File: config.mk
export PLATFORM = sky130hd
export DESIGN_NAME = smp_controller
export DESIGN_NICKNAME = d
export VERILOG_FILES = /design/src/rtl/smp_pkg.sv /design/src/rtl/smp_controller.sv
export SDC_FILE = /design/constraint.sdc
export NUM_CORES = 1
export LEC_CHECK = 0
export BUFFER_PORTS_ARGS = -buffer_cell sky130_fd_sc_hd__buf_4
export CAP_MARGIN = 20
export CORE_MARGIN = 5
export CORE_UTILIZATION = 48
export DETAILED_ROUTE_END_ITERATION = 7
export PLACE_DENSITY = 0.75
export SYNTH_ARGS = -nofsm -noshare
export SYNTH_HDL_FRONTEND = slang
export SYNTH_SLANG_ARGS = --single-unit
File: constraint.sdc
create_clock -name clk -period 1.9 [get_ports clk]
set_input_delay 0.19 -clock clk [delete_from_list [all_inputs] [get_ports clk]]
set_output_delay 0.19 -clock clk [all_outputs]
set_load 0.05 [all_outputs]
File: src/rtl/smp_pkg.sv
`timescale 1ns / 1ps
`default_nettype none
// ----------------------------------------------------------------------------
// smp_pkg: shared types and constants of the square matrix power block
// Field widths, request codes, pass kinds, controller states and the
// command and status bundles between controller and datapath.
// ----------------------------------------------------------------------------
package smp_pkg;

    // Entry arithmetic width (wraps modulo 2^DATA_W)
    localparam int DATA_W = 32;

    // Transaction field widths
    localparam int ROW_W   = 3;
    localparam int COL_W   = 3;
    localparam int VALUE_W = 32;
    localparam int EXP_W   = 31;
    localparam int SIZE_W  = 4;

    // Packed stream widths, padded to whole bytes
    localparam int IN_DATA_W  = 72;
    localparam int OUT_DATA_W = 40;

    // Reset value of the size register
    localparam logic [SIZE_W-1:0] SIZE_RESET = 4'd8;

    // Request kinds carried in tuser
    localparam logic REQ_LOAD  = 1'b0;
    localparam logic REQ_START = 1'b1;

    // Sweep kinds run by the datapath
    typedef enum logic [2:0] {
        PASS_INIT,
        PASS_MUL_ACC,
        PASS_COPY_ACC,
        PASS_MUL_SQ,
        PASS_COPY_SQ,
        PASS_OUT
    } pass_kind_t;

    // Controller states
    typedef enum logic [2:0] {
        ST_IDLE,
        ST_INIT,
        ST_MUL_ACC,
        ST_COPY_ACC,
        ST_MUL_SQ,
        ST_COPY_SQ,
        ST_OUT
    } ctrl_state_t;

    // Controller to datapath
    typedef struct packed {
        logic       start;
        pass_kind_t kind;
        logic       load;
    } dp_cmd_t;

    // Datapath to controller
    typedef struct packed {
        logic done;
    } dp_status_t;

endpackage
`default_nettype wire

File: src/rtl/smp_controller.sv
`timescale 1ns / 1ps
`default_nettype none
// ----------------------------------------------------------------------------
// smp_controller: pass sequencer for exponentiation by squaring
// Takes requests, walks the exponent bits and commands one datapath
// sweep at a time: initialise, multiply, copy back, emit.
// ----------------------------------------------------------------------------
module smp_controller (
    input  wire logic                      clk,
    input  wire logic                      rst_n,
    input  wire logic                      in_valid,
    output logic                           in_ready,
    input  wire logic                      req_type,
    input  wire logic [smp_pkg::EXP_W-1:0] exponent,
    input  wire smp_pkg::dp_status_t       status,
    output smp_pkg::dp_cmd_t               cmd
);

    import smp_pkg::*;

    ctrl_state_t      state_reg, state_next;
    logic [EXP_W-1:0] exp_reg, exp_next;
    logic             accept;

    assign accept = in_valid && (state_reg == ST_IDLE);

    // Next state
    always_comb
    begin
        state_next = state_reg;
        case (state_reg)
            ST_IDLE:
            begin
                if (accept && (req_type == REQ_START))
                begin
                    state_next = ST_INIT;
                end
            end
            ST_INIT:
            begin
                if (status.done)
                begin
                    if (exp_reg == '0)
                    begin
                        state_next = ST_OUT;
                    end
                    else if (exp_reg[0])
                    begin
                        state_next = ST_MUL_ACC;
                    end
                    else
                    begin
                        state_next = ST_MUL_SQ;
                    end
                end
            end
            ST_MUL_ACC:
            begin
                if (status.done)
                begin
                    state_next = ST_COPY_ACC;
                end
            end
            ST_COPY_ACC:
            begin
                // Skip the squaring once no higher bit is left
                if (status.done)
                begin
                    if (exp_reg[EXP_W-1:1] == '0)
                    begin
                        state_next = ST_OUT;
                    end
                    else
                    begin
                        state_next = ST_MUL_SQ;
                    end
                end
            end
            ST_MUL_SQ:
            begin
                if (status.done)
                begin
                    state_next = ST_COPY_SQ;
                end
            end
            ST_COPY_SQ:
            begin
                // Look at the next exponent bit
                if (status.done)
                begin
                    if (exp_reg[1])
                    begin
                        state_next = ST_MUL_ACC;
                    end
                    else
                    begin
                        state_next = ST_MUL_SQ;
                    end
                end
            end
            ST_OUT:
            begin
                if (status.done)
                begin
                    state_next = ST_IDLE;
                end
            end
            default:
            begin
                state_next = ST_IDLE;
            end
        endcase
    end

    // Capture the exponent, shift it after each squaring
    always_comb
    begin
        exp_next = exp_reg;
        if (accept && (req_type == REQ_START))
        begin
            exp_next = exponent;
        end
        else if ((state_reg == ST_COPY_SQ) && status.done)
        begin
            exp_next = exp_reg >> 1;
        end
    end

    always_ff @(posedge clk or negedge rst_n)
    begin
        if (!rst_n)
        begin
            state_reg <= ST_IDLE;
            exp_reg   <= '0;
        end
        else
        begin
            state_reg <= state_next;
            exp_reg   <= exp_next;
        end
    end

    // Outputs: ready, load strobe and sweep launch
    always_comb
    begin
        in_ready  = (state_reg == ST_IDLE);
        cmd.load  = accept && (req_type == REQ_LOAD);
        cmd.start = (state_next != state_reg) && (state_next != ST_IDLE);
        case (state_next)
            ST_INIT:     cmd.kind = PASS_INIT;
            ST_MUL_ACC:  cmd.kind = PASS_MUL_ACC;
            ST_COPY_ACC: cmd.kind = PASS_COPY_ACC;
            ST_MUL_SQ:   cmd.kind = PASS_MUL_SQ;
            ST_COPY_SQ:  cmd.kind = PASS_COPY_SQ;
            ST_OUT:      cmd.kind = PASS_OUT;
            default:     cmd.kind = PASS_INIT;
        endcase
    end

endmodule
`default_nettype wire

# After elaboration in Yosys (flattened, before gate mapping)
# Index checks and enable logic that the tools add are counted.
# totals
out_inout_bits	6
input_bits	36
wordCells	40
register_bits	34
# classes
bitwise	1
mux	15
reduce_logical	10
n_eq_ne	12
# op_table
op	n
two-way mux 31 bit	2
logical NOT 31 bit	1
logical NOT 30 bit	1
two-way mux 3 bit	10
case mux 3 bit (7 select lines)	1
== test 3 bit, second input constant	6
case mux 3 bit (5 select lines)	1
== test 3 x 2 -> 1 bit, second input constant	4
logical AND 1 bit	5
== test 3 x 1 -> 1 bit, second input constant	1
logical NOT 3 bit	1
!= test 3 bit	1
nonzero test 3 bit	1
two-way mux 2 bit	1
nonzero test 2 bit	1
inverter 1 bit	1

# Depth between registers and ports, before layout
# Gate-level depths: netlist of the first run.
# depth
word_depth	7
depth_mapped	7
depth_no_buf	5

# Worst setup path after synthesis of the first run
# OpenSTA, ideal clock, no wires.
# synth_timing
path_kind	flip-flop to flip-flop
start	register state_reg[1]
end	register exp_reg[10]
n_path_buf	3
setup_ns	0.132
setup_slack_ns	-0.747
t_arrival_ns	2.515
required_time_ns	1.768
synth_period_minus_slack_ns	2.647
stages_incl_launch_ff	7
cell_sequence	dfrtp_1 buf_2 nor3_1 and3_1 clkbuf_1 clkbuf_1 o21ai_1
# synth_between
elab_chain_cells	4
word_cells_on_any_way	7
classes_between	eq/ne: 1; mux: 1; reduce/logical: 5
# synth_rtl
item	line	rtl
start: declaration	smp_controller.sv:21	ctrl_state_t state_reg, state_next;
start signal: assignment	smp_controller.sv:138	state_reg <= state_next;
logical NOT 3 bit (*)	n/a	
named net in_ready	smp_controller.sv:12	output logic in_ready,
logical AND 1 bit (*)	smp_controller.sv:25	assign accept = in_valid && (state_reg == ST_IDLE);
logical AND 1 bit (*)	smp_controller.sv:119	if (accept && (req_type == REQ_START))
two-way mux 31 bit / nonzero test 2 bit (equally long branches)	n/a	
end signal: assignment	smp_controller.sv:139	exp_reg <= exp_next;
end: declaration	smp_controller.sv:22	logic [EXP_W-1:0] exp_reg, exp_next;
# Mark *: on every way through the listed nets, which the timed path passes. The rest lies on a longest branch.
# A chain may end at the register's enable or synchronous reset.

==> qor.csv, run 1 <==
metric,value,unit
synth_top_family_by_area,multiplexers,
worst_pin_slew,432,ps
post-place-cells,304,
syn_to_final_growth,47.3,%
numPortBuffers,41,
synth_area_leaders,"dfrtp_1 (47%), mux2i_1 (17%), o21ai_1 (9.2%), nand2_1 (7.9%), buf_2 (2.5%)",
fin_cells,315,
synth_nets,228,
dieArea,0.00508,mm2
syn-instance-count,192,
fmax,398,MHz
crit_arrival,2320,ps
required,1710,ps
outcome,"complete, but fails checks",
grt_max_degree,63,
cp-start-kind,flop,
die_x,71.3,um
post-dp-hpwl,2860,um
wl_per_cell,13.0,um
detail-route-antenna-nets,0,
reg2reg_slack,150,ps
drt_wl_total,4080,um
ys_warn_count,0,
leakage,1.38,nW
die_h,71.3,um
synth_compound_area_share,15.2,%
drt_pre_antenna_iters,4,
slew-limit-headroom,71.2,%
ys_types,30,
synth_top_area_cell,dfrtp_1,
hold_class,in -> reg,
drc,0,
cts_buffers,5,
power.total,0.00425,W
avgSynthCellArea,9.38,um2
muxShareOfSynthArea,16.7,%
gp_congestion,0.740,
endpoint,cmd[2],
layout_setup_ws,-610,ps
antenna_found_initial,0,
clock-sinks,34,
violations,negative setup slack,
cap_violations,0,
critPathCaptureType,primary output,
synthAdderAreaFrac,0,%
rr_startpoint,exp_reg[14],
synth_top_cell_area_share,47.2,%
fillerInstances,264,
r2r-end,state_reg[1],
grt_pass1_vias,1520,
cts_max_level,2,
synth_xor_area_share,0,%
drv_slew,0,
place_area,0.00246,mm2
skew,3.64,ps
num_io_pins,42,
cts_tree,yes,
period_share,132,%
rsz0062_at_grt,true,
path_max_fanout,4,
start_util,49.2,%
ff2ff_path_depth,5,
synthSimpleGateAreaFrac,16.3,%
clockRootBuffer,clkbuf_8,
setup_viol_count_final,4,
vias,1597,
cts.path.max_buffers,2,
ys_ff_latch,34,
grt_pass1_wl,6840,um
drive_above_1_share,39.7,%
synth.cell_area,0.00180,mm2
core,0.00366,mm2
nets,302,
drt_iter0_markers,73,
critPathLaunch,exp_reg[14],
clk_pin_slew,70,ps
hold_violations,0,
powerDensity,1600,mW/mm2
yosysSeqAreaShare,47.2,%
critPathKind,reg -> out,
design_area,0.00265,mm2
irDropWorstVdd,0.000833,V
post-route-min-period,2510,ps
gr-total-overflow,0,
track_usage,17.1,%
viasPerCell,5.07,
largest_reg_flops,31,
clk_latency,280,ps
rows,22,
antenna_cells,0,
-- through the flow --
stage / setup TNS (ps) / worst slack, ps / utilization, % / hold slack [ps]
final: -2170 / -610 / 72.5 / 107
after global routing: -2570 / -709 / 72.5 / 102
after CTS: -2070 / -617 / 72.2 / 103
after detailed placement: -994 / -358 / 67.2 / 155
after global placement: -907 / -338 / 67.2 / 151
after floorplan: -379 / -143 / - / -106
-- worst min-delay path by stage --
| stage | start | to | slack (ps) | cells past startpoint |
|---|---|---|---|---|
| 6_report | exponent[30] | exp_reg[30] | 110 | 3 |
| 5_1_grt | exponent[26] | exp_reg[26] | 100 | 3 |
| 4_1_cts | exponent[30] | exp_reg[30] | 100 | 3 |
| 3_5_place_dp | rst_n | exp_reg[15] | 150 | 1 |
| 3_3_place_gp | rst_n | exp_reg[14] | 150 | 1 |
| 2_1_floorplan | rst_n | exp_reg[0] | -110 | 0 |
-- power breakdown --
| part | internal, W | switching, W | total (W) | leakage, nW |
|---|---|---|---|---|
| clock network | 0.000365 | 0.000244 | 0.000609 | 0.0575 |
| logic | 0.00119 | 0.00120 | 0.00239 | 0.892 |
| registers | 0.00104 | 0.000219 | 0.00125 | 0.433 |
-- cell families after synthesis --
family / after synthesis
AOI/OAI and AO/OA: 49
buffers and inverters: 19
DFF: 34
muxes: 30
and+or+nand+nor: 60
-- what timing repair did --
action | in CTS | in global routing
setup buffers | 1 | 1
gates resized for setup | 12 | 1
endpoints found under the hold margin | 34 | 0
endpoints found under the setup margin | 4 | 4
pin swaps | 5 | 10
hold buffers | 1 | 0
-- layer usage --
layer,global-route usage (%),vias to the layer above,wire [um]
met5,0,-,0
met3,5.05,6,189
met1,22.4,722,1870
met2,26.8,36,1960
li1,-,833,-
met4,6.26,0,61
-- cells in the mapped netlist, drive strengths merged --
cell type / instances
nand4: 3
nor4: 7
o21ai: 34
nand2b: 2
a221o: 1
and3b: 1
a32o: 1
inv: 5
nor3: 2
nor2: 3
o21a: 1
a211oi: 1
clkbuf: 4
or4: 1
and3: 1
a21oi: 7
a21o: 1
nand2: 38
and2: 1
buf: 10
dfrtp: 34
mux2i: 30
a22o: 1
o221ai: 2
nor2b: 1
-- layout by cell type, fill, tap and decap left out, types with 2 or more instances in the layout --
cell and instances:
buf_4 73, nand2_1 37, dfrtp_1 34, o21ai_1 33, mux2i_1 30, clkbuf_8 8
nor4_2 7, a21oi_1 5, inv_1 4, buf_6 4, nor2_1 3, nand4_1 3
nand2b_1 2, a21oi_4 2, buf_12 2
-- critical path: stages (launching register included) --
cell,delay [ps]
dfrtp_1,400
nor4_2,280
nand4_1,140
or4_4,510
a32o_2,300
a22o_4,260
buf_6,150
-- layout make-up --
type                            count  area, um2  area share (%)
Timing Repair Buffer               81        658            24.8
Multi-Input combinational cell    139        956            36.0
Inverter                            5       18.8           0.707
Sequential cell                    34        851            32.1
Clock buffer                        8        110            4.15
Tap cell                           48       60.1            2.26
Power figures use the tool's default switching activity.
==> run 2: changes to the inputs <==
--- a/config.mk
+++ b/config.mk
@@ -8,9 +8,10 @@
 export BUFFER_PORTS_ARGS = -buffer_cell sky130_fd_sc_hd__buf_4
 export CAP_MARGIN = 20
 export CORE_MARGIN = 5
-export CORE_UTILIZATION = 48
+export CORE_UTILIZATION = 50
+export CTS_BUF_LIST = sky130_fd_sc_hd__clkbuf_8
 export DETAILED_ROUTE_END_ITERATION = 7
-export PLACE_DENSITY = 0.75
+export PLACE_DENSITY = 0.78
 export SYNTH_ARGS = -nofsm -noshare
 export SYNTH_HDL_FRONTEND = slang
 export SYNTH_SLANG_ARGS = --single-unit
==> qor.csv, run 2 (synthesis results as in run 1) <==
metric,value,unit,change
hold_start,exponent[30],,unchanged
clock-sinks,34,,unchanged
detail-route-antenna-nets,0,,unchanged
start_util,52.7,%,was 49.2%
hold_class,in -> reg,,unchanged
cts.path.max_buffers,2,,unchanged
drive_above_1_share,38.6,%,was 39.7%
fillerInstances,260,,was 264
top_layer,met4,,unchanged
dieArea,0.00490,mm2,was 0.00508 mm2
violations,negative setup slack,,unchanged
drc,0,,unchanged
powerDensity,1640,mW/mm2,was 1600 mW/mm2
clockRootBuffer,clkbuf_8,,unchanged
grt_pass1_vias,1556,,"was 1,520"
worst_pin_slew,411,ps,was 432 ps
num_io_pins,42,,unchanged
drt_iter0_markers,53,,was 73
setup_viol_count_final,4,,unchanged
grt_pass1_wl,6930,um,was 6840 um
die_x,70.0,um,was 71.3 um
required,1710,ps,about the same
post-dp-hpwl,2920,um,was 2860 um
period_share,133,%,was 132%
wl_met1,1890,um,was 1870 um
die_h,70.0,um,was 71.3 um
cts_tree,yes,,unchanged
crit_arrival,2340,ps,was 2320 ps
fmax,396,MHz,was 398 MHz
antenna_cells,0,,unchanged
rows,21,,was 22
core,0.00342,mm2,was 0.00366 mm2
grt_max_degree,63,,unchanged
tns,-2120,ps,was -2170 ps
syn_to_final_growth,45.6,%,was 47.3%
rr_startpoint,exp_reg[22],,was exp_reg[14]
viasPerCell,5.21,,was 5.07
place_area,0.00244,mm2,was 0.00246 mm2
critPathCaptureType,primary output,,unchanged
final_cell_mix,"buf_4 (72), nand2_1 (37), dfrtp_1 (34)",,"was buf_4 (73), nand2_1 (37), dfrtp_1 (34)"
critPathLaunch,exp_reg[22],,was exp_reg[14]
outcome,"complete, but fails checks",,unchanged
hold_violations,0,,unchanged
layout_setup_ws,-627,ps,was -610 ps
slew-limit-headroom,72.6,%,was 71.2%
cts_max_level,2,,unchanged
fin_cells,310,,was 315
regArea,851,um2,unchanged
drt_wl_total,4060,um,was 4080 um
multiInputGateArea,945,um2,was 956 um2
drt_pre_antenna_iters,4,,unchanged
wl_per_cell,13.1,um,was 13.0 um
design_area,0.00262,mm2,was 0.00265 mm2
pre_cts_ws,-459,ps,was -358 ps
layout_commonest_cell,buf_4,,unchanged
wl_met3,231,um,was 189 um
largest_reg_flops,31,,unchanged
cp-start-kind,flop,,unchanged
track_usage,17.7,%,was 17.1%
cts_buffers,5,,unchanged
numPortBuffers,41,,unchanged
clk_pin_slew,70,ps,about the same
vias,1615,,"was 1,597"
dr_wl_met2,1870,um,was 1960 um
whs,109,ps,was 107 ps
irDropWorstVdd,0.00161,V,was 0.000833 V
gp_congestion,0.830,,was 0.740
critPathKind,reg -> out,,unchanged
gr-total-overflow,0,,unchanged
skew,4.36,ps,was 3.64 ps
post-route-min-period,2530,ps,was 2510 ps
leakage,1.37,nW,was 1.38 nW
rsz0062_at_grt,true,,unchanged
antenna_found_initial,0,,unchanged
path_max_fanout,4,,unchanged
post-place-cells,300,,was 304
clk_latency,290,ps,was 280 ps
cap_violations,0,,unchanged
drv_slew,0,,unchanged
nets,300,,was 302
[run 2: cell count changes in the layout (fill, tap and decap cells not counted), sizes merged]
| cell | change |
|---|---|
| bufinv | +1 |
| clkbuf | -2 |
| buf | -2 |
[run 2: path summary, 6_finish.rpt]
check | slack (ps) | depth (start not counted) | endpoint
max | -630 | 6 | cmd[2]
min in group asynchronous | 380 | 2 | exp_reg[15]
min reg2reg | 590 | 2 | exp_reg[0]
min | 110 | 3 | exp_reg[30]
max in group asynchronous | 1230 | 2 | exp_reg[5]
max reg2reg | 120 | 5 | state_reg[1]
[run 2: worst max-delay path, stage by stage, from the launching register on]
cell	delay [ps]
dfrtp_1	400
nor4_2	310
nand4_1	140
or4_4	510
a32o_2	290
a22o_4	260
buf_6	150
[run 2: what timing repair did]
item | 4_1_cts | 5_1_grt
pin swaps | 4 | 5
hold buffers | 1 | 0
resized for setup | 8 | 2
setup buffers | 0 | 2
setup endpoints to repair | 4 | 4
endpoints found under the hold margin | 34 | 0
[run 2: area by class of cell]
| type | count | share of cell area [%] |
|---|---|---|
| clock buffers | 6 | 3.15 |
| clock inverters | 1 | 1.14 |
| inverters | 5 | 0.715 |
| multi-input cells | 139 | 36.0 |
| flip-flops and latches | 34 | 32.4 |
| well taps | 46 | 2.19 |
| repair buffers | 79 | 24.4 |
[run 2: power by group]
part / internal, W / leakage, nW / total, W / switching [W]
Clock: 0.000419 / 0.0573 / 0.000675 / 0.000256
Sequential: 0.00104 / 0.433 / 0.00125 / 0.000217
Combinational: 0.00117 / 0.880 / 0.00237 / 0.00120
Total: 0.00263 / 1.37 / 0.00430 / 0.00167
[run 2: per-stage QoR]
| stage | util (%) | total power (W) |
|---|---|---|
| after floorplan | - | 0.00264 |
| after global placement | 71.5 | 0.00344 |
| after detailed placement | 71.5 | 0.00350 |
| after CTS | 76.2 | 0.00429 |
| after global routing | 76.8 | 0.00457 |
| final | 76.8 | 0.00430 |
[run 2: per-layer routing]
metal / up-vias / GRT usage (%)
met4: 0 / 7.23
met1: 743 / 23.0
met5: - / 0
li1: 821 / -
met3: 7 / 5.31
met2: 44 / 27.5
